## config.mk

```make
export PLATFORM = sky130hd
export DESIGN_NAME = stand_sit_posture_sequencer_core
export DESIGN_NICKNAME = d
export VERILOG_FILES = /design/src/hdl/ssp_pkg.sv /design/src/hdl/ssp_div.sv /design/src/hdl/ssp_datapath.sv /design/src/hdl/ssp_ctrl.sv /design/src/hdl/stand_sit_posture_sequencer_core.sv
export VERILOG_INCLUDE_DIRS = /design/src /design/src/hdl
export SDC_FILE = /design/constraint.sdc
export NUM_CORES = 2
export LEC_CHECK = 0
export BUFFER_PORTS_ARGS = -buffer_cell sky130_fd_sc_hd__buf_2
export CAP_MARGIN = 20
export CELL_PAD_IN_SITES_DETAIL_PLACEMENT = 1
export CELL_PAD_IN_SITES_GLOBAL_PLACEMENT = 2
export CORE_MARGIN = 10
export CORE_UTILIZATION = 39
export CTS_CLUSTER_SIZE = 24
export DETAILED_ROUTE_END_ITERATION = 8
export PLACE_DENSITY = 0.85
export SYNTH_ARGS = -nofsm -noshare
export SYNTH_HDL_FRONTEND = slang
export SYNTH_SLANG_ARGS = --single-unit
```

## constraint.sdc

```tcl
create_clock -name i_clk -period 12.6 [get_ports i_clk]
set_input_delay 0 -clock i_clk [delete_from_list [all_inputs] [get_ports i_clk]]
set_output_delay 0 -clock i_clk [all_outputs]
set_load 0.03 [all_outputs]
```

## src/hdl/stand_sit_posture_sequencer_core_defines.svh

```systemverilog
// Assertion macros for the posture sequencer core
`ifndef STAND_SIT_POSTURE_SEQUENCER_CORE_DEFINES_SVH
`define STAND_SIT_POSTURE_SEQUENCER_CORE_DEFINES_SVH
`ifndef SYNTHESIS
// same-cycle implication
`define SSP_ASSERT_SAME(lbl, clk, rst_n, ante, cons) \
    lbl: assert property (@(posedge clk) disable iff (!rst_n) (ante) |-> (cons)) \
        else $error("ssp assertion failed");
// next-cycle implication
`define SSP_ASSERT_NEXT(lbl, clk, rst_n, ante, cons) \
    lbl: assert property (@(posedge clk) disable iff (!rst_n) (ante) |=> (cons)) \
        else $error("ssp assertion failed");
`else
`define SSP_ASSERT_SAME(lbl, clk, rst_n, ante, cons)
`define SSP_ASSERT_NEXT(lbl, clk, rst_n, ante, cons)
`endif
`endif

```

## src/hdl/ssp_pkg.sv

```systemverilog
// Shared types, constants and helper functions of the posture sequencer
package ssp_pkg;

    localparam int JOINT_COUNT_DEF = 12;
    localparam int ANGLE_BITS_DEF  = 16;

    localparam logic [15:0] TRANSITION_STEPS_RST = 16'd1000;
    localparam logic [15:0] HOLD_TICKS_RST       = 16'd2500;
    localparam logic [15:0] PASSIVE_TICKS_RST    = 16'd500;
    localparam logic [7:0]  INIT_SAMPLES_RST     = 8'd20;

    localparam logic [31:0] ANGLE_LIMIT  = 32'd10240;
    localparam logic [31:0] MOVE_MIN     = 32'd52;
    localparam logic [2:0]  PASSIVE_KD   = 3'd3;

    typedef enum logic [1:0] {
        CFG_TRANSITION = 2'd0,
        CFG_HOLD       = 2'd1,
        CFG_PASSIVE    = 2'd2,
        CFG_SAMPLES    = 2'd3
    } t_cfg_idx;

    typedef enum logic [2:0] {
        PH_INIT    = 3'd0,
        PH_STAND   = 3'd1,
        PH_HOLD    = 3'd2,
        PH_SIT     = 3'd3,
        PH_PASSIVE = 3'd4,
        PH_DONE    = 3'd5
    } t_phase;

    typedef enum logic [2:0] {
        OP_NONE, OP_LOAD, OP_SCAN, OP_ACCUM, OP_MUL, OP_DIVGO, OP_FIN, OP_CONST
    } t_op;

    typedef enum logic [2:0] {
        MODE_ZERO, MODE_HOLD, MODE_PASSIVE, MODE_AVG, MODE_STAND, MODE_SIT
    } t_mode;

    typedef struct packed {
        t_op         op;
        t_mode       mode;
        logic [3:0]  j;
        logic [1:0]  jt;
        logic [1:0]  leg;
        logic        last;
        logic        capture;
        t_phase      phase;
        logic [15:0] s;
        logic [15:0] den;
    } t_dp_cmd;

    typedef struct packed {
        logic frame_ok;
        logic div_done;
        logic out_valid;
    } t_dp_stat;

    function automatic logic signed [15:0] sat16(input logic signed [33:0] v);
        logic signed [15:0] r;
        if (v > 34'sd32767) r = 16'sh7FFF;
        else if (v < -34'sd32768) r = 16'sh8000;
        else r = v[15:0];
        return r;
    endfunction

    function automatic logic signed [15:0] pose_of(input logic [1:0] jt,
                                                   input logic [1:0] leg,
                                                   input logic sit);
        logic signed [15:0] p;
        case (jt)
            2'd0:    p = sit ? (leg[0] ? -16'sd358 : 16'sd358) : 16'sd0;
            2'd1:    p = sit ? 16'sd1270 : 16'sd686;
            default: p = sit ? -16'sd2877 : -16'sd1331;
        endcase
        return p;
    endfunction

    function automatic logic [6:0] kp_of(input logic [1:0] jt);
        logic [6:0] k;
        case (jt)
            2'd0:    k = 7'd60;
            2'd1:    k = 7'd40;
            default: k = 7'd80;
        endcase
        return k;
    endfunction

    function automatic logic [2:0] kd_of(input logic [1:0] jt);
        logic [2:0] k;
        case (jt)
            2'd0:    k = 3'd5;
            2'd1:    k = 3'd4;
            default: k = 3'd7;
        endcase
        return k;
    endfunction

endpackage

```

## src/hdl/ssp_div.sv

```systemverilog
// Restoring divider, one quotient bit per cycle, 32 by 16 bits unsigned
module ssp_div (
    input  logic        i_clk,
    input  logic        i_rst_n,
    input  logic        i_start,
    input  logic [31:0] i_num,
    input  logic [15:0] i_den,
    output logic        o_done,
    output logic [31:0] o_quot
);
    logic        r_busy;
    logic        r_done;
    logic [4:0]  r_cnt;
    logic [15:0] r_rem;
    logic [15:0] r_den;
    logic [31:0] r_q;
    logic [16:0] w_trial;
    logic [16:0] w_diff;

    assign w_trial = {r_rem, r_q[31]};
    assign w_diff  = w_trial - {1'b0, r_den};

    always_ff @(posedge i_clk) begin
        if (!i_rst_n) begin
            r_busy <= 1'b0;
            r_done <= 1'b0;
            r_cnt  <= '0;
        end else begin
            r_done <= 1'b0;
            if (i_start) begin
                r_busy <= 1'b1;
                r_cnt  <= '0;
            end else if (r_busy) begin
                r_cnt <= r_cnt + 5'd1;
                if (r_cnt == 5'd31) begin
                    r_busy <= 1'b0;
                    r_done <= 1'b1;
                end
            end
        end
    end

    always_ff @(posedge i_clk) begin
        if (i_start) begin
            r_rem <= '0;
            r_q   <= i_num;
            r_den <= i_den;
        end else if (r_busy) begin
            if (w_trial >= {1'b0, r_den}) begin
                r_rem <= w_diff[15:0];
                r_q   <= {r_q[30:0], 1'b1};
            end else begin
                r_rem <= w_trial[15:0];
                r_q   <= {r_q[30:0], 1'b0};
            end
        end
    end

    assign o_done = r_done;
    assign o_quot = r_q;
endmodule

```

## src/hdl/ssp_datapath.sv

```systemverilog
// Datapath: frame store, angle sums, start pose, multiplier, divider, output register
module ssp_datapath #(
    parameter int JOINT_COUNT = ssp_pkg::JOINT_COUNT_DEF,
    parameter int ANGLE_BITS  = ssp_pkg::ANGLE_BITS_DEF
) (
    input  logic                   i_clk,
    input  logic                   i_rst_n,
    input  logic [191:0]           i_legs,
    input  ssp_pkg::t_dp_cmd       i_cmd,
    input  logic                   i_out_ready,
    output ssp_pkg::t_dp_stat      o_stat,
    output logic [3:0]             o_joint_index,
    output logic signed [15:0]     o_target,
    output logic [6:0]             o_kp,
    output logic [2:0]             o_kd,
    output logic [2:0]             o_phase,
    output logic                   o_last
);
    import ssp_pkg::*;

    localparam int JW       = (JOINT_COUNT > 1) ? $clog2(JOINT_COUNT) : 1;
    localparam int SUM_BITS = ANGLE_BITS + 8;

    logic [47:0]                 r_leg [4];
    logic                        r_bad;
    logic                        r_big;
    logic signed [SUM_BITS-1:0]  r_sum [JOINT_COUNT];
    logic signed [15:0]          r_start [JOINT_COUNT];
    logic signed [32:0]          r_prod;
    logic                        r_neg;
    logic                        r_out_valid;
    logic [3:0]                  r_out_j;
    logic signed [15:0]          r_out_tgt;
    logic [6:0]                  r_out_kp;
    logic [2:0]                  r_out_kd;
    logic [2:0]                  r_out_ph;
    logic                        r_out_last;

    logic [JW-1:0]               w_idx;
    logic [47:0]                 w_word;
    logic signed [ANGLE_BITS-1:0] w_angle;
    logic signed [ANGLE_BITS:0]  w_angle_x;
    logic [ANGLE_BITS:0]         w_abs;
    logic [31:0]                 w_abs32;
    logic signed [17:0]          w_diff;
    logic signed [34:0]          w_prod;
    logic signed [32:0]          w_num_s;
    logic signed [32:0]          w_num_n;
    logic [31:0]                 w_mag;
    logic [31:0]                 w_divnum;
    logic                        w_div_done;
    logic [31:0]                 w_quot;
    logic signed [33:0]          w_q;
    logic signed [15:0]          w_avg;
    logic signed [15:0]          w_lerp;
    logic                        w_sit;

    function automatic logic signed [ANGLE_BITS-1:0] get_angle(input logic [47:0] word,
                                                               input logic [1:0] jt);
        logic [47:0] w;
        case (jt)
            2'd0:    w = word;
            2'd1:    w = word >> ANGLE_BITS;
            default: w = word >> (2 * ANGLE_BITS);
        endcase
        return w[ANGLE_BITS-1:0];
    endfunction

    assign w_idx     = i_cmd.j[JW-1:0];
    assign w_word    = r_leg[i_cmd.leg];
    assign w_angle   = get_angle(w_word, i_cmd.jt);
    assign w_angle_x = {w_angle[ANGLE_BITS-1], w_angle};
    assign w_abs     = w_angle_x[ANGLE_BITS] ? (ANGLE_BITS + 1)'(0) - w_angle_x : w_angle_x;
    assign w_abs32   = 32'(w_abs);

    assign w_sit  = (i_cmd.mode == MODE_SIT);
    assign w_diff = 18'(pose_of(i_cmd.jt, i_cmd.leg, w_sit)) - 18'(r_start[w_idx]);
    assign w_prod = w_diff * $signed({1'b0, i_cmd.s});

    // divider operand: magnitude plus half the divisor, sign kept aside
    assign w_num_s  = (i_cmd.mode == MODE_AVG) ? 33'(r_sum[w_idx]) : r_prod;
    assign w_num_n  = -w_num_s;
    assign w_mag    = w_num_s[32] ? w_num_n[31:0] : w_num_s[31:0];
    assign w_divnum = w_mag + {17'b0, i_cmd.den[15:1]};

    assign w_q    = r_neg ? -$signed({2'b0, w_quot}) : $signed({2'b0, w_quot});
    assign w_avg  = sat16(w_q);
    assign w_lerp = sat16(w_q + 34'(r_start[w_idx]));

    ssp_div u_div (
        .i_clk   (i_clk),
        .i_rst_n (i_rst_n),
        .i_start (i_cmd.op == OP_DIVGO),
        .i_num   (w_divnum),
        .i_den   (i_cmd.den),
        .o_done  (w_div_done),
        .o_quot  (w_quot)
    );

    always_ff @(posedge i_clk) begin
        if (i_cmd.op == OP_LOAD) begin
            for (int k = 0; k < 4; k++) begin
                r_leg[k] <= i_legs[k*48 +: 48];
            end
        end
        if (i_cmd.op == OP_MUL) begin
            r_prod <= w_prod[32:0];
        end
        if (i_cmd.op == OP_DIVGO) begin
            r_neg <= w_num_s[32];
        end
    end

    always_ff @(posedge i_clk) begin
        if (!i_rst_n) begin
            r_bad <= 1'b0;
            r_big <= 1'b0;
            for (int k = 0; k < JOINT_COUNT; k++) begin
                r_sum[k]   <= '0;
                r_start[k] <= '0;
            end
        end else begin
            case (i_cmd.op)
                OP_LOAD: begin
                    r_bad <= 1'b0;
                    r_big <= 1'b0;
                end
                OP_SCAN: begin
                    if (w_abs32 > ANGLE_LIMIT) r_bad <= 1'b1;
                    if (w_abs32 >= MOVE_MIN)   r_big <= 1'b1;
                end
                OP_ACCUM: begin
                    r_sum[w_idx] <= r_sum[w_idx] + SUM_BITS'(w_angle);
                end
                OP_FIN: begin
                    if (i_cmd.mode == MODE_AVG) r_start[w_idx] <= w_avg;
                end
                OP_CONST: begin
                    if (i_cmd.capture) r_start[w_idx] <= sat16(34'(w_angle));
                end
                default: begin
                end
            endcase
        end
    end

    // result register
    always_ff @(posedge i_clk) begin
        if (!i_rst_n) begin
            r_out_valid <= 1'b0;
        end else if (i_cmd.op == OP_FIN || i_cmd.op == OP_CONST) begin
            r_out_valid <= 1'b1;
        end else if (i_out_ready) begin
            r_out_valid <= 1'b0;
        end
    end

    always_ff @(posedge i_clk) begin
        if (i_cmd.op == OP_FIN || i_cmd.op == OP_CONST) begin
            r_out_j    <= i_cmd.j;
            r_out_ph   <= i_cmd.phase;
            r_out_last <= i_cmd.last;
            if (i_cmd.op == OP_FIN) begin
                r_out_tgt <= (i_cmd.mode == MODE_AVG) ? w_avg : w_lerp;
                r_out_kp  <= kp_of(i_cmd.jt);
                r_out_kd  <= kd_of(i_cmd.jt);
            end else begin
                case (i_cmd.mode)
                    MODE_HOLD: begin
                        r_out_tgt <= pose_of(i_cmd.jt, i_cmd.leg, 1'b0);
                        r_out_kp  <= kp_of(i_cmd.jt);
                        r_out_kd  <= kd_of(i_cmd.jt);
                    end
                    MODE_PASSIVE: begin
                        r_out_tgt <= '0;
                        r_out_kp  <= '0;
                        r_out_kd  <= PASSIVE_KD;
                    end
                    default: begin
                        r_out_tgt <= '0;
                        r_out_kp  <= '0;
                        r_out_kd  <= '0;
                    end
                endcase
            end
        end
    end

    assign o_stat.frame_ok  = !r_bad && r_big;
    assign o_stat.div_done  = w_div_done;
    assign o_stat.out_valid = r_out_valid;
    assign o_joint_index    = r_out_j;
    assign o_target         = r_out_tgt;
    assign o_kp             = r_out_kp;
    assign o_kd             = r_out_kd;
    assign o_phase          = r_out_ph;
    assign o_last           = r_out_last;
endmodule

```

## src/hdl/ssp_ctrl.sv

```systemverilog
// Controller: phase sequencing, tick counters, joint walk and datapath commands
module ssp_ctrl #(
    parameter int JOINT_COUNT = ssp_pkg::JOINT_COUNT_DEF
) (
    input  logic               i_clk,
    input  logic               i_rst_n,
    input  logic               i_in_valid,
    output logic               o_in_ready,
    input  logic [31:0]        i_stamp,
    input  logic [15:0]        i_transition_steps,
    input  logic [15:0]        i_hold_ticks,
    input  logic [15:0]        i_passive_ticks,
    input  logic [7:0]         i_init_samples,
    input  logic               i_out_ready,
    input  ssp_pkg::t_dp_stat  i_stat,
    output ssp_pkg::t_dp_cmd   o_cmd
);
    import ssp_pkg::*;

    typedef enum logic [3:0] {
        S_IDLE, S_SCAN, S_DECIDE, S_ACCUM, S_MUL, S_DIVGO, S_DIVWAIT,
        S_FIN, S_CONST, S_OUT, S_END
    } t_state;

    t_state      r_state;
    t_phase      r_phase;
    t_phase      r_tick_ph;
    t_mode       r_mode;
    logic        r_capture;
    logic [15:0] r_step;
    logic [15:0] r_elapsed;
    logic [7:0]  r_count;
    logic [31:0] r_prev;
    logic [31:0] r_stamp;
    logic [3:0]  r_j;
    logic [1:0]  r_jt;
    logic [1:0]  r_leg;

    logic        w_accept;
    logic        w_out_acc;
    logic        w_last;
    logic [15:0] w_t_eff;
    logic [7:0]  w_need;
    logic [15:0] w_step_n;
    logic [15:0] w_elapsed_n;
    logic [7:0]  w_count_n;
    logic        w_dup;

    assign w_accept    = i_in_valid && (r_state == S_IDLE);
    assign w_out_acc   = i_stat.out_valid && i_out_ready;
    assign w_last      = (r_j == 4'(JOINT_COUNT - 1));
    assign w_t_eff     = (i_transition_steps == 16'd0) ? 16'd1 : i_transition_steps;
    assign w_need      = (i_init_samples == 8'd0) ? 8'd1 : i_init_samples;
    assign w_step_n    = (r_step == 16'hFFFF) ? r_step : r_step + 16'd1;
    assign w_elapsed_n = (r_elapsed == 16'hFFFF) ? r_elapsed : r_elapsed + 16'd1;
    assign w_count_n   = (r_count == 8'hFF) ? r_count : r_count + 8'd1;
    assign w_dup       = (r_stamp != 32'd0) && (r_stamp == r_prev);
    assign o_in_ready  = (r_state == S_IDLE);

    always_comb begin
        o_cmd         = '0;
        o_cmd.mode    = r_mode;
        o_cmd.j       = r_j;
        o_cmd.jt      = r_jt;
        o_cmd.leg     = r_leg;
        o_cmd.last    = w_last;
        o_cmd.capture = r_capture;
        o_cmd.phase   = r_tick_ph;
        o_cmd.s       = (r_step < w_t_eff) ? r_step : w_t_eff;
        o_cmd.den     = (r_mode == MODE_AVG) ? {8'b0, r_count} : w_t_eff;
        unique case (r_state)
            S_IDLE:  o_cmd.op = w_accept ? OP_LOAD : OP_NONE;
            S_SCAN:  o_cmd.op = OP_SCAN;
            S_ACCUM: o_cmd.op = OP_ACCUM;
            S_MUL:   o_cmd.op = OP_MUL;
            S_DIVGO: o_cmd.op = OP_DIVGO;
            S_FIN:   o_cmd.op = OP_FIN;
            S_CONST: o_cmd.op = OP_CONST;
            default: o_cmd.op = OP_NONE;
        endcase
    end

    always_ff @(posedge i_clk) begin
        if (!i_rst_n) begin
            r_state   <= S_IDLE;
            r_phase   <= PH_INIT;
            r_tick_ph <= PH_INIT;
            r_mode    <= MODE_ZERO;
            r_capture <= 1'b0;
            r_step    <= '0;
            r_elapsed <= '0;
            r_count   <= '0;
            r_prev    <= '0;
            r_stamp   <= '0;
            r_j       <= '0;
            r_jt      <= '0;
            r_leg     <= '0;
        end else begin
            unique case (r_state)
                S_IDLE: begin
                    if (w_accept) begin
                        r_tick_ph <= r_phase;
                        r_stamp   <= i_stamp;
                        r_capture <= 1'b0;
                        r_j       <= '0;
                        r_jt      <= '0;
                        r_leg     <= '0;
                        unique case (r_phase)
                            PH_INIT: begin
                                r_state <= S_SCAN;
                            end
                            PH_STAND, PH_SIT: begin
                                r_step  <= w_step_n;
                                r_mode  <= (r_phase == PH_SIT) ? MODE_SIT : MODE_STAND;
                                r_state <= S_MUL;
                            end
                            PH_HOLD: begin
                                r_elapsed <= w_elapsed_n;
                                r_capture <= (w_elapsed_n >= i_hold_ticks);
                                r_mode    <= MODE_HOLD;
                                r_state   <= S_CONST;
                            end
                            PH_PASSIVE: begin
                                r_elapsed <= w_elapsed_n;
                                r_mode    <= MODE_PASSIVE;
                                r_state   <= S_CONST;
                            end
                            default: begin
                                r_state <= S_IDLE;
                            end
                        endcase
                    end
                end
                S_SCAN, S_ACCUM: begin
                    if (w_last) begin
                        r_j   <= '0;
                        r_jt  <= '0;
                        r_leg <= '0;
                        if (r_state == S_SCAN) begin
                            r_state <= S_DECIDE;
                        end else begin
                            r_count <= w_count_n;
                            if (w_count_n >= w_need) begin
                                r_mode  <= MODE_AVG;
                                r_state <= S_DIVGO;
                            end else begin
                                r_mode  <= MODE_ZERO;
                                r_state <= S_CONST;
                            end
                        end
                    end else begin
                        r_j <= r_j + 4'd1;
                        if (r_jt == 2'd2) begin
                            r_jt  <= '0;
                            r_leg <= r_leg + 2'd1;
                        end else begin
                            r_jt <= r_jt + 2'd1;
                        end
                    end
                end
                S_DECIDE: begin
                    if (i_stat.frame_ok && r_stamp != 32'd0 && !w_dup) begin
                        r_prev <= r_stamp;
                    end
                    if (i_stat.frame_ok && !w_dup) begin
                        r_state <= S_ACCUM;
                    end else begin
                        r_mode  <= MODE_ZERO;
                        r_state <= S_CONST;
                    end
                end
                S_MUL: begin
                    r_state <= S_DIVGO;
                end
                S_DIVGO: begin
                    r_state <= S_DIVWAIT;
                end
                S_DIVWAIT: begin
                    if (i_stat.div_done) r_state <= S_FIN;
                end
                S_FIN, S_CONST: begin
                    r_state <= S_OUT;
                end
                S_OUT: begin
                    if (w_out_acc) begin
                        if (w_last) begin
                            r_state <= S_END;
                        end else begin
                            r_j <= r_j + 4'd1;
                            if (r_jt == 2'd2) begin
                                r_jt  <= '0;
                                r_leg <= r_leg + 2'd1;
                            end else begin
                                r_jt <= r_jt + 2'd1;
                            end
                            if (r_mode == MODE_STAND || r_mode == MODE_SIT) begin
                                r_state <= S_MUL;
                            end else if (r_mode == MODE_AVG) begin
                                r_state <= S_DIVGO;
                            end else begin
                                r_state <= S_CONST;
                            end
                        end
                    end
                end
                S_END: begin
                    r_state <= S_IDLE;
                    unique case (r_tick_ph)
                        PH_INIT: begin
                            if (r_mode == MODE_AVG) begin
                                r_phase <= PH_STAND;
                                r_step  <= '0;
                            end
                        end
                        PH_STAND, PH_SIT: begin
                            if (r_step >= w_t_eff) begin
                                r_phase   <= (r_tick_ph == PH_SIT) ? PH_PASSIVE : PH_HOLD;
                                r_elapsed <= '0;
                            end
                        end
                        PH_HOLD: begin
                            if (r_capture) begin
                                r_phase <= PH_SIT;
                                r_step  <= '0;
                            end
                        end
                        PH_PASSIVE: begin
                            if (r_elapsed >= i_passive_ticks) r_phase <= PH_DONE;
                        end
                        default: begin
                        end
                    endcase
                end
                default: begin
                    r_state <= S_IDLE;
                end
            endcase
        end
    end
endmodule

```

## src/hdl/stand_sit_posture_sequencer_core.sv

```systemverilog
// Output: a tick answers with JOINT_COUNT beats, one joint at a time, each beat held until taken.
// Move ticks: per joint a multiply, a 32-step serial divide, then round and saturate, one joint
// at a time, each waiting for its beat to be taken; the shared serial divider sets the pace.
// Init ticks: a scan of every joint, plus a pass adding each joint to its sum when the frame is taken.
// Hold and passive ticks: a constant beat per joint, sent through the handshake. Done ticks: no beats.
// Reset: synchronous, active low; clears phase, counters, sums and start pose, reloads registers.
module stand_sit_posture_sequencer_core #(
    parameter int JOINT_COUNT = ssp_pkg::JOINT_COUNT_DEF,
    parameter int ANGLE_BITS  = ssp_pkg::ANGLE_BITS_DEF
) (
    input  logic         i_clk,
    input  logic         i_rst_n,
    // tdata: frame_stamp[31:0], leg0_angles[79:32], leg1_angles[127:80],
    //        leg2_angles[175:128], leg3_angles[223:176]
    input  logic         s_axis_tvalid,
    output logic         s_axis_tready,
    input  logic [223:0] s_axis_tdata,
    // tdata: joint_index[3:0], target_angle[19:4], stiffness[26:20], damping[29:27],
    //        phase_code[32:30], zero fill[39:33]; tlast: last_joint
    output logic         m_axis_tvalid,
    input  logic         m_axis_tready,
    output logic [39:0]  m_axis_tdata,
    output logic         m_axis_tlast,
    // register write port
    input  logic         i_cfg_we,
    input  logic [1:0]   i_cfg_idx,
    input  logic [15:0]  i_cfg_data
);
    import ssp_pkg::*;

`include "stand_sit_posture_sequencer_core_defines.svh"

    logic [15:0]        r_transition_steps;
    logic [15:0]        r_hold_ticks;
    logic [15:0]        r_passive_ticks;
    logic [7:0]         r_init_samples;

    t_dp_cmd            w_cmd;
    t_dp_stat           w_stat;
    logic [3:0]         w_jidx;
    logic signed [15:0] w_tgt;
    logic [6:0]         w_kp;
    logic [2:0]         w_kd;
    logic [2:0]         w_ph;

    // configuration registers; the user writes them only between ticks, the block does not enforce it
    always_ff @(posedge i_clk) begin
        if (!i_rst_n) begin
            r_transition_steps <= TRANSITION_STEPS_RST;
            r_hold_ticks       <= HOLD_TICKS_RST;
            r_passive_ticks    <= PASSIVE_TICKS_RST;
            r_init_samples     <= INIT_SAMPLES_RST;
        end else if (i_cfg_we) begin
            unique case (t_cfg_idx'(i_cfg_idx))
                CFG_TRANSITION: r_transition_steps <= i_cfg_data;
                CFG_HOLD:       r_hold_ticks       <= i_cfg_data;
                CFG_PASSIVE:    r_passive_ticks    <= i_cfg_data;
                CFG_SAMPLES:    r_init_samples     <= i_cfg_data[7:0];
                default: begin
                end
            endcase
        end
    end

    ssp_ctrl #(
        .JOINT_COUNT (JOINT_COUNT)
    ) u_ctrl (
        .i_clk              (i_clk),
        .i_rst_n            (i_rst_n),
        .i_in_valid         (s_axis_tvalid),
        .o_in_ready         (s_axis_tready),
        .i_stamp            (s_axis_tdata[31:0]),
        .i_transition_steps (r_transition_steps),
        .i_hold_ticks       (r_hold_ticks),
        .i_passive_ticks    (r_passive_ticks),
        .i_init_samples     (r_init_samples),
        .i_out_ready        (m_axis_tready),
        .i_stat             (w_stat),
        .o_cmd              (w_cmd)
    );

    ssp_datapath #(
        .JOINT_COUNT (JOINT_COUNT),
        .ANGLE_BITS  (ANGLE_BITS)
    ) u_dp (
        .i_clk         (i_clk),
        .i_rst_n       (i_rst_n),
        .i_legs        (s_axis_tdata[223:32]),
        .i_cmd         (w_cmd),
        .i_out_ready   (m_axis_tready),
        .o_stat        (w_stat),
        .o_joint_index (w_jidx),
        .o_target      (w_tgt),
        .o_kp          (w_kp),
        .o_kd          (w_kd),
        .o_phase       (w_ph),
        .o_last        (m_axis_tlast)
    );

    assign m_axis_tvalid = w_stat.out_valid;
    assign m_axis_tdata  = {7'b0, w_ph, w_kd, w_kp, w_tgt, w_jidx};

    // a new frame is only taken once every beat of the previous tick has left
    `SSP_ASSERT_SAME(a_ready_when_drained, i_clk, i_rst_n, s_axis_tready, !m_axis_tvalid)
    // the final beat of a tick is followed by an empty output register
    `SSP_ASSERT_NEXT(a_last_drains, i_clk, i_rst_n,
        m_axis_tvalid && m_axis_tready && m_axis_tlast, !m_axis_tvalid)
    // a stalled beat stays valid and unchanged
    `SSP_ASSERT_NEXT(a_beat_held, i_clk, i_rst_n, m_axis_tvalid && !m_axis_tready,
        m_axis_tvalid && $stable(m_axis_tdata) && $stable(m_axis_tlast))
endmodule

```

* After elaboration in Yosys (flattened, before gate mapping)
Memory sizes are Yosys's and may differ from the RTL's. A register that Yosys moved wholly into a read port is not among the register bits.
Cells that the tools add are included.
** Word-level totals
- Input bits :: 247
- Output and inout bits :: 43
- Memories :: 3
- Register bits :: 324
- Word-level logic and storage cells :: 317
- Memory bits (writable) :: 672
** Operators by class
- Reduce and logical (&&, ||, !) cells :: 50
- Equality and inequality tests :: 63
- Bitwise gates (word level) :: 4
- $lt $le $gt $ge :: 14
- $mul :: 1
- Mux-type cells :: 133
- Add/sub/neg operators :: 15
** Memory list
- u_dp.r_sum :: words 12, bits a word 24, read ports 1, clocked after Yosys merged registers in 1, wr ports 12, line ssp_datapath.sv:27 : logic signed [SUM_BITS-1:0] r_sum [JOINT_COUNT];
- u_dp.r_leg :: words 4, bits a word 48, read ports 1, clocked after Yosys merged registers in 1, wr ports 4, line ssp_datapath.sv:24 : logic [47:0] r_leg [4];
- u_dp.r_start :: words 12, bits a word 16, read ports 1, clocked after Yosys merged registers in 1, wr ports 12, line ssp_datapath.sv:28 : logic signed [15:0] r_start [JOINT_COUNT];
** Operators with widths (count)
- $mux 16 :: 30
- $pmux 16 s2 :: 6
- $mux 32 :: 3
- $mux 4 :: 20
- $gt 34x16->1 const B :: 2
- $lt 34x16->1 const B :: 2
- $ge 16x16->1 :: 3
- $add 34x16->34 :: 1
- $mux 34 :: 1
- $neg 32->34 :: 1
- $mul 17x17->33 :: 1
- $mux 33 :: 1
- $add 16x1->16 const B :: 2
- $add 32x15->32 :: 1
- $eq 16x16->1 const B :: 2
- $eq 32x32->1 :: 1
- $neg 32->32 :: 1
- $pmux 4 s8 :: 1
- $reduce_bool 32->1 :: 1
- $mux 3 :: 10
- $mux 1 :: 28
- $add 24x16->24 :: 1
- $eq 3x2->1 const B :: 8
- $eq 3x3->1 const B :: 8
- other kinds (67) :: 145

* Logic depth before layout (Yosys ltp)
- Word-level depth :: 11
- Gate-level depth with buffers :: 49

* Modules after synthesis
Synthesis repeated with hierarchy kept, for this count alone.
** Second synthesis, totals
- Cells, all modules :: 6172
- Area total of the unflattened synthesis :: 69763.2 um2
** By module, submodules not included
- ssp_datapath :: area an instance 55270.5 um2, instances 1, cells an instance 4607, seq. area each 26995.9 um2
- ssp_ctrl :: area an instance 8582.0 um2, instances 1, cells an instance 1044, seq. area each 2522.4 um2
- ssp_div :: area an instance 3656.0 um2, instances 1, cells an instance 299, seq. area each 1901.8 um2
- stand_sit_posture_sequencer_core :: area an instance 2254.7 um2, instances 1, cells an instance 222, seq. area each 1121.1 um2

* Worst setup path before layout
Ideal clock, no wire load.
- Kind :: flip-flop to flip-flop
- From :: reg (tool-made name)
- To :: reg u_dp.r_prod[31], data pin
- Slack :: 335 ps
- Required time :: 12342 ps
- Library setup time :: 258 ps
- Data arrival time :: 12007 ps
- Buffers on the path :: 9
- Stages on the path, launching flop included :: 45
- Cells stage by stage :: dfxtp_1 buf_2 buf_6 buf_6 buf_4 buf_2 buf_2 clkbuf_1 clkbuf_1 mux4_2 mux4_2 inv_1 ha_1 a21o_1 a21oi_1 o21bai_1 a21oi_1 o21bai_1 [... 9 more ...] fa_1 inv_1 fa_1 fa_1 fa_1 inv_1 fa_1 inv_1 ha_1 a21oi_1 o21ai_0 a21oi_1 nor2_1 a211o_1 a211oi_1 o21bai_1 a21oi_1 xnor2_1
** RTL lines
- to (signal assigned) :: line ssp_datapath.sv:107 : r_prod <= w_prod[32:0];
- to (decl) :: line ssp_datapath.sv:29 : logic signed [32:0] r_prod;

==> out/qor.txt <==
status: completed
period utilization: 92.1%
compound-cell area share of the yosys netlist: 7.98%
Critical Path AT: 12.16 ns
WS Path Type: reg2reg
Worst Setup End Kind: register
DRC: 0
Syn. warnings: 0
grt ovf: 0
Clock Tree Buf Depth: 3
die span in y: 437 um
worst hold start: s_axis_tdata[65]
die area: 191000 um2
xor and xnor area share after synthesis: 3.39%
Worst EP required: 13.15 ns
sequential area share after synthesis: 48.1%
H-tree levels: 4
dominant synthesized flop cell: edfxtp_1
number of flops mapped to enable cells by yosys: 945
num rows: 153
asr flop ratio synth: 0%
Nets: 7546
routed wire length per instance: 27.6 um
area delta synth->final: 19.5%
vias in the first global route: 56400
Mean Syn Cell Area: 11.2 um2
most frequent cells in the layout: 945 x edfxtp_1, 856 x nor2_1, 580 x nand2_1, 568 x inv_1, 459 x dlygate4sd3_1
Placer Congestion: 0.911
area of the mapped netlist: 67900 um2
Gate Count Post-Synth: 6059
largest net degree at the start of global routing: 110
initial drt markers: 5800
maximum clock rate: 0.0862 GHz
Design Power: 13.5 mW
M2 GR Usage: 44.0%
die width: 437 um
Yosys cell types: 95
Clock Latency Late Sink: 0.81 ns
main combinational cell family by area after synthesis: adder cells
initial antenna violation count: 19
Worst path max stage delay: 0.77 ns
Post-Synth Simple-Gate Area: 12.7%
Root Buffer: clkbuf_16
fin crit period: 11.61 ns
Final Hold Viols: 0
clock sinks: 1159
TritonCTS clock tree: built
gr busiest metal: met2
vias per cell: 5.73
GR Layer Usage met3: 5.33%
clock skew: 0.0424 ns
Slew Limit Headroom: 18.2%
Final Max Tran Viols: 0
layout cells sized above 1: 13.4%
fillcell total: 18600
routing usage on met1: 31.1%
Most common cell on crit path: fa_1
port bufs: 280
DRT Pass-1 Iters: 8
worst vdd ir: 0.123 mV
setup violators final: 0
Initial Util: 39.2%
#FFs+latches synth: 1159
Hold Crit Class: in2reg
first-pass GRT wire length: 375000 um
worst-margin pin slew: 1.22 ns
Slowest cell on crit path: fa_1
leakage: 32.8 nW
adder-cell share of the synthesized area: 12.9%
Antenna Nets Post-Route: 0
most common cell after layout, fill and taps aside: edfxtp_1
Num CTS Buffers: 134
setup TNS: 0 ns
Reg clk slew, reported paths: 0.06 ns
Startpoint Class: register
post-synthesis mux area share: 9.84%
final core occ: 46.8%
io pins: 290
DP Wirelength: 162000 um
Max-Cap Viols: 0
core area: 173000 um2
via count: 52800
Crit Path Max Fanout: 17
final WL: 254000 um
Global Route Usage Sum: 25.9%
RSZ-0062 raised after global routing: no
Pwr per Cell Area: 166 nW/um2
[cell usage after synthesis, types with 14 or more instances]
cell type	number	share of area (%)
a211oi_1	20	0.22
a21o_1	72	0.80
a21oi_1	255	1.9
a22o_1	18	0.23
a22oi_1	14	0.15
a31oi_1	36	0.33
and2_1	39	0.36
and3_1	36	0.33
buf_1	24	0.13
buf_2	19	0.14
buf_4	20	0.22
clkbuf_1	230	1.3
dfxtp_1	214	6.3
edfxtp_1	945	42
fa_1	279	8.2
ha_1	256	4.7
inv_1	570	3.2
mux2_2	35	0.58
mux2i_1	169	2.5
mux4_2	204	6.8
nand2_1	593	3.3
nand2b_1	57	0.53
nand3_1	83	0.61
nand4_1	29	0.27
nor2_1	858	4.7
nor2b_1	44	0.41
nor3_1	76	0.56
nor4_1	34	0.31
o211ai_1	35	0.39
o21a_1	34	0.38
o21ai_0	193	1.4
o21ai_1	14	0.10
o21bai_1	24	0.27
o31ai_1	21	0.23
or2_2	25	0.23
or3_1	30	0.28
xnor2_1	161	2.1
xor2_1	100	1.3
[logic make-up (layout without fill, tap and decap cells)]
logic type      Yosys count  count (layout)
compound gates          855             855
simple gates           1965            1965
other cells               1              30
mux                     408             408
xor+xnor                262             262
buf+inv                 874            1676
fa+ha+maj               535             535
flops                  1159            1159
[per-layer routing]
layer  up-vias  wire length (um)
li1      22600                 -
met1     26800             95200
met2      2673            125000
met3       764             20400
met4         0             13800
met5         -                 0
[worst max-delay path, delay by kind of cell (launching register included)]
kind,cells,cell delay [ns]
AOI/OAI and AO/OA,17,4.15
and+or+nand+nor,3,0.40
muxes,1,0.51
DFF,1,0.70
adders and majority gates,9,4.32
buffers and inverters,6,1.17
xor gates and xnor gates,1,0.08
[report_power, final]
| part | leakage (nW) | switching [mW] | internal (mW) |
|---|---|---|---|
| sequential | 10.9 | 0.224 | 4.62 |
| combinational | 19.7 | 3.11 | 1.42 |
| clock | 2.16 | 1.77 | 2.34 |
[stage by stage]
step | cells | cell area [um2] | hold slack, ns | setup WS (ns)
finish | 9215 | 81200 | 0.0377 | 0.994
global route | 9210 | 81200 | 0.00863 | 0.425
CTS | 9184 | 81000 | 0.0000800 | 1.02
detailed placement | 8484 | 72000 | 0.178 | 1.05
global placement | 8475 | 71900 | 0.177 | 1.47
floorplan | 6067 | 67900 | 0.0989 | 0.335
[sequential cells by signal, indices dropped and copies added (netlist names), 32 cells and up, named ones only]
signal,flops
u_dp.r_prod,33
u_dp.r_leg,192
u_dp.r_sum,384
u_dp.u_div.o_quot,32
u_ctrl.r_prev,32
u_ctrl.r_stamp,32
u_dp.r_start,256
[repair_timing]
action,4_1_cts,5_1_grt
endpoints found under the hold margin,296,0
buffers inserted,0,0
hold buffers,459,0
gates resized for setup,0,0
[area by class of cell]
cell class	count	area (um2)	share of cell area, %
Tap cell	2325	2910	3.58
Clock inverter	68	756	0.931
Multi-Input combinational cell	4034	32000	39.4
Timing Repair Buffer	861	6960	8.57
Clock buffer	173	3680	4.53
Inverter	574	2160	2.67
Antenna cell	21	52.6	0.0647
Sequential cell	1159	32700	40.3
[final timing paths]
path	cells past startpoint	endpoint	slack, ns
max	37	u_dp.r_prod[31]$_DFFE_PN_	0.99
min reg2reg	2	r_hold_ticks[3]$_SDFFE_PN0P_	0.46
max reg2reg	37	u_dp.r_prod[31]$_DFFE_PN_	0.99
min	2	u_dp.r_leg[0][33]$_DFFE_PP_	0.04
Note: power is estimated with default switching activity, not from simulation.
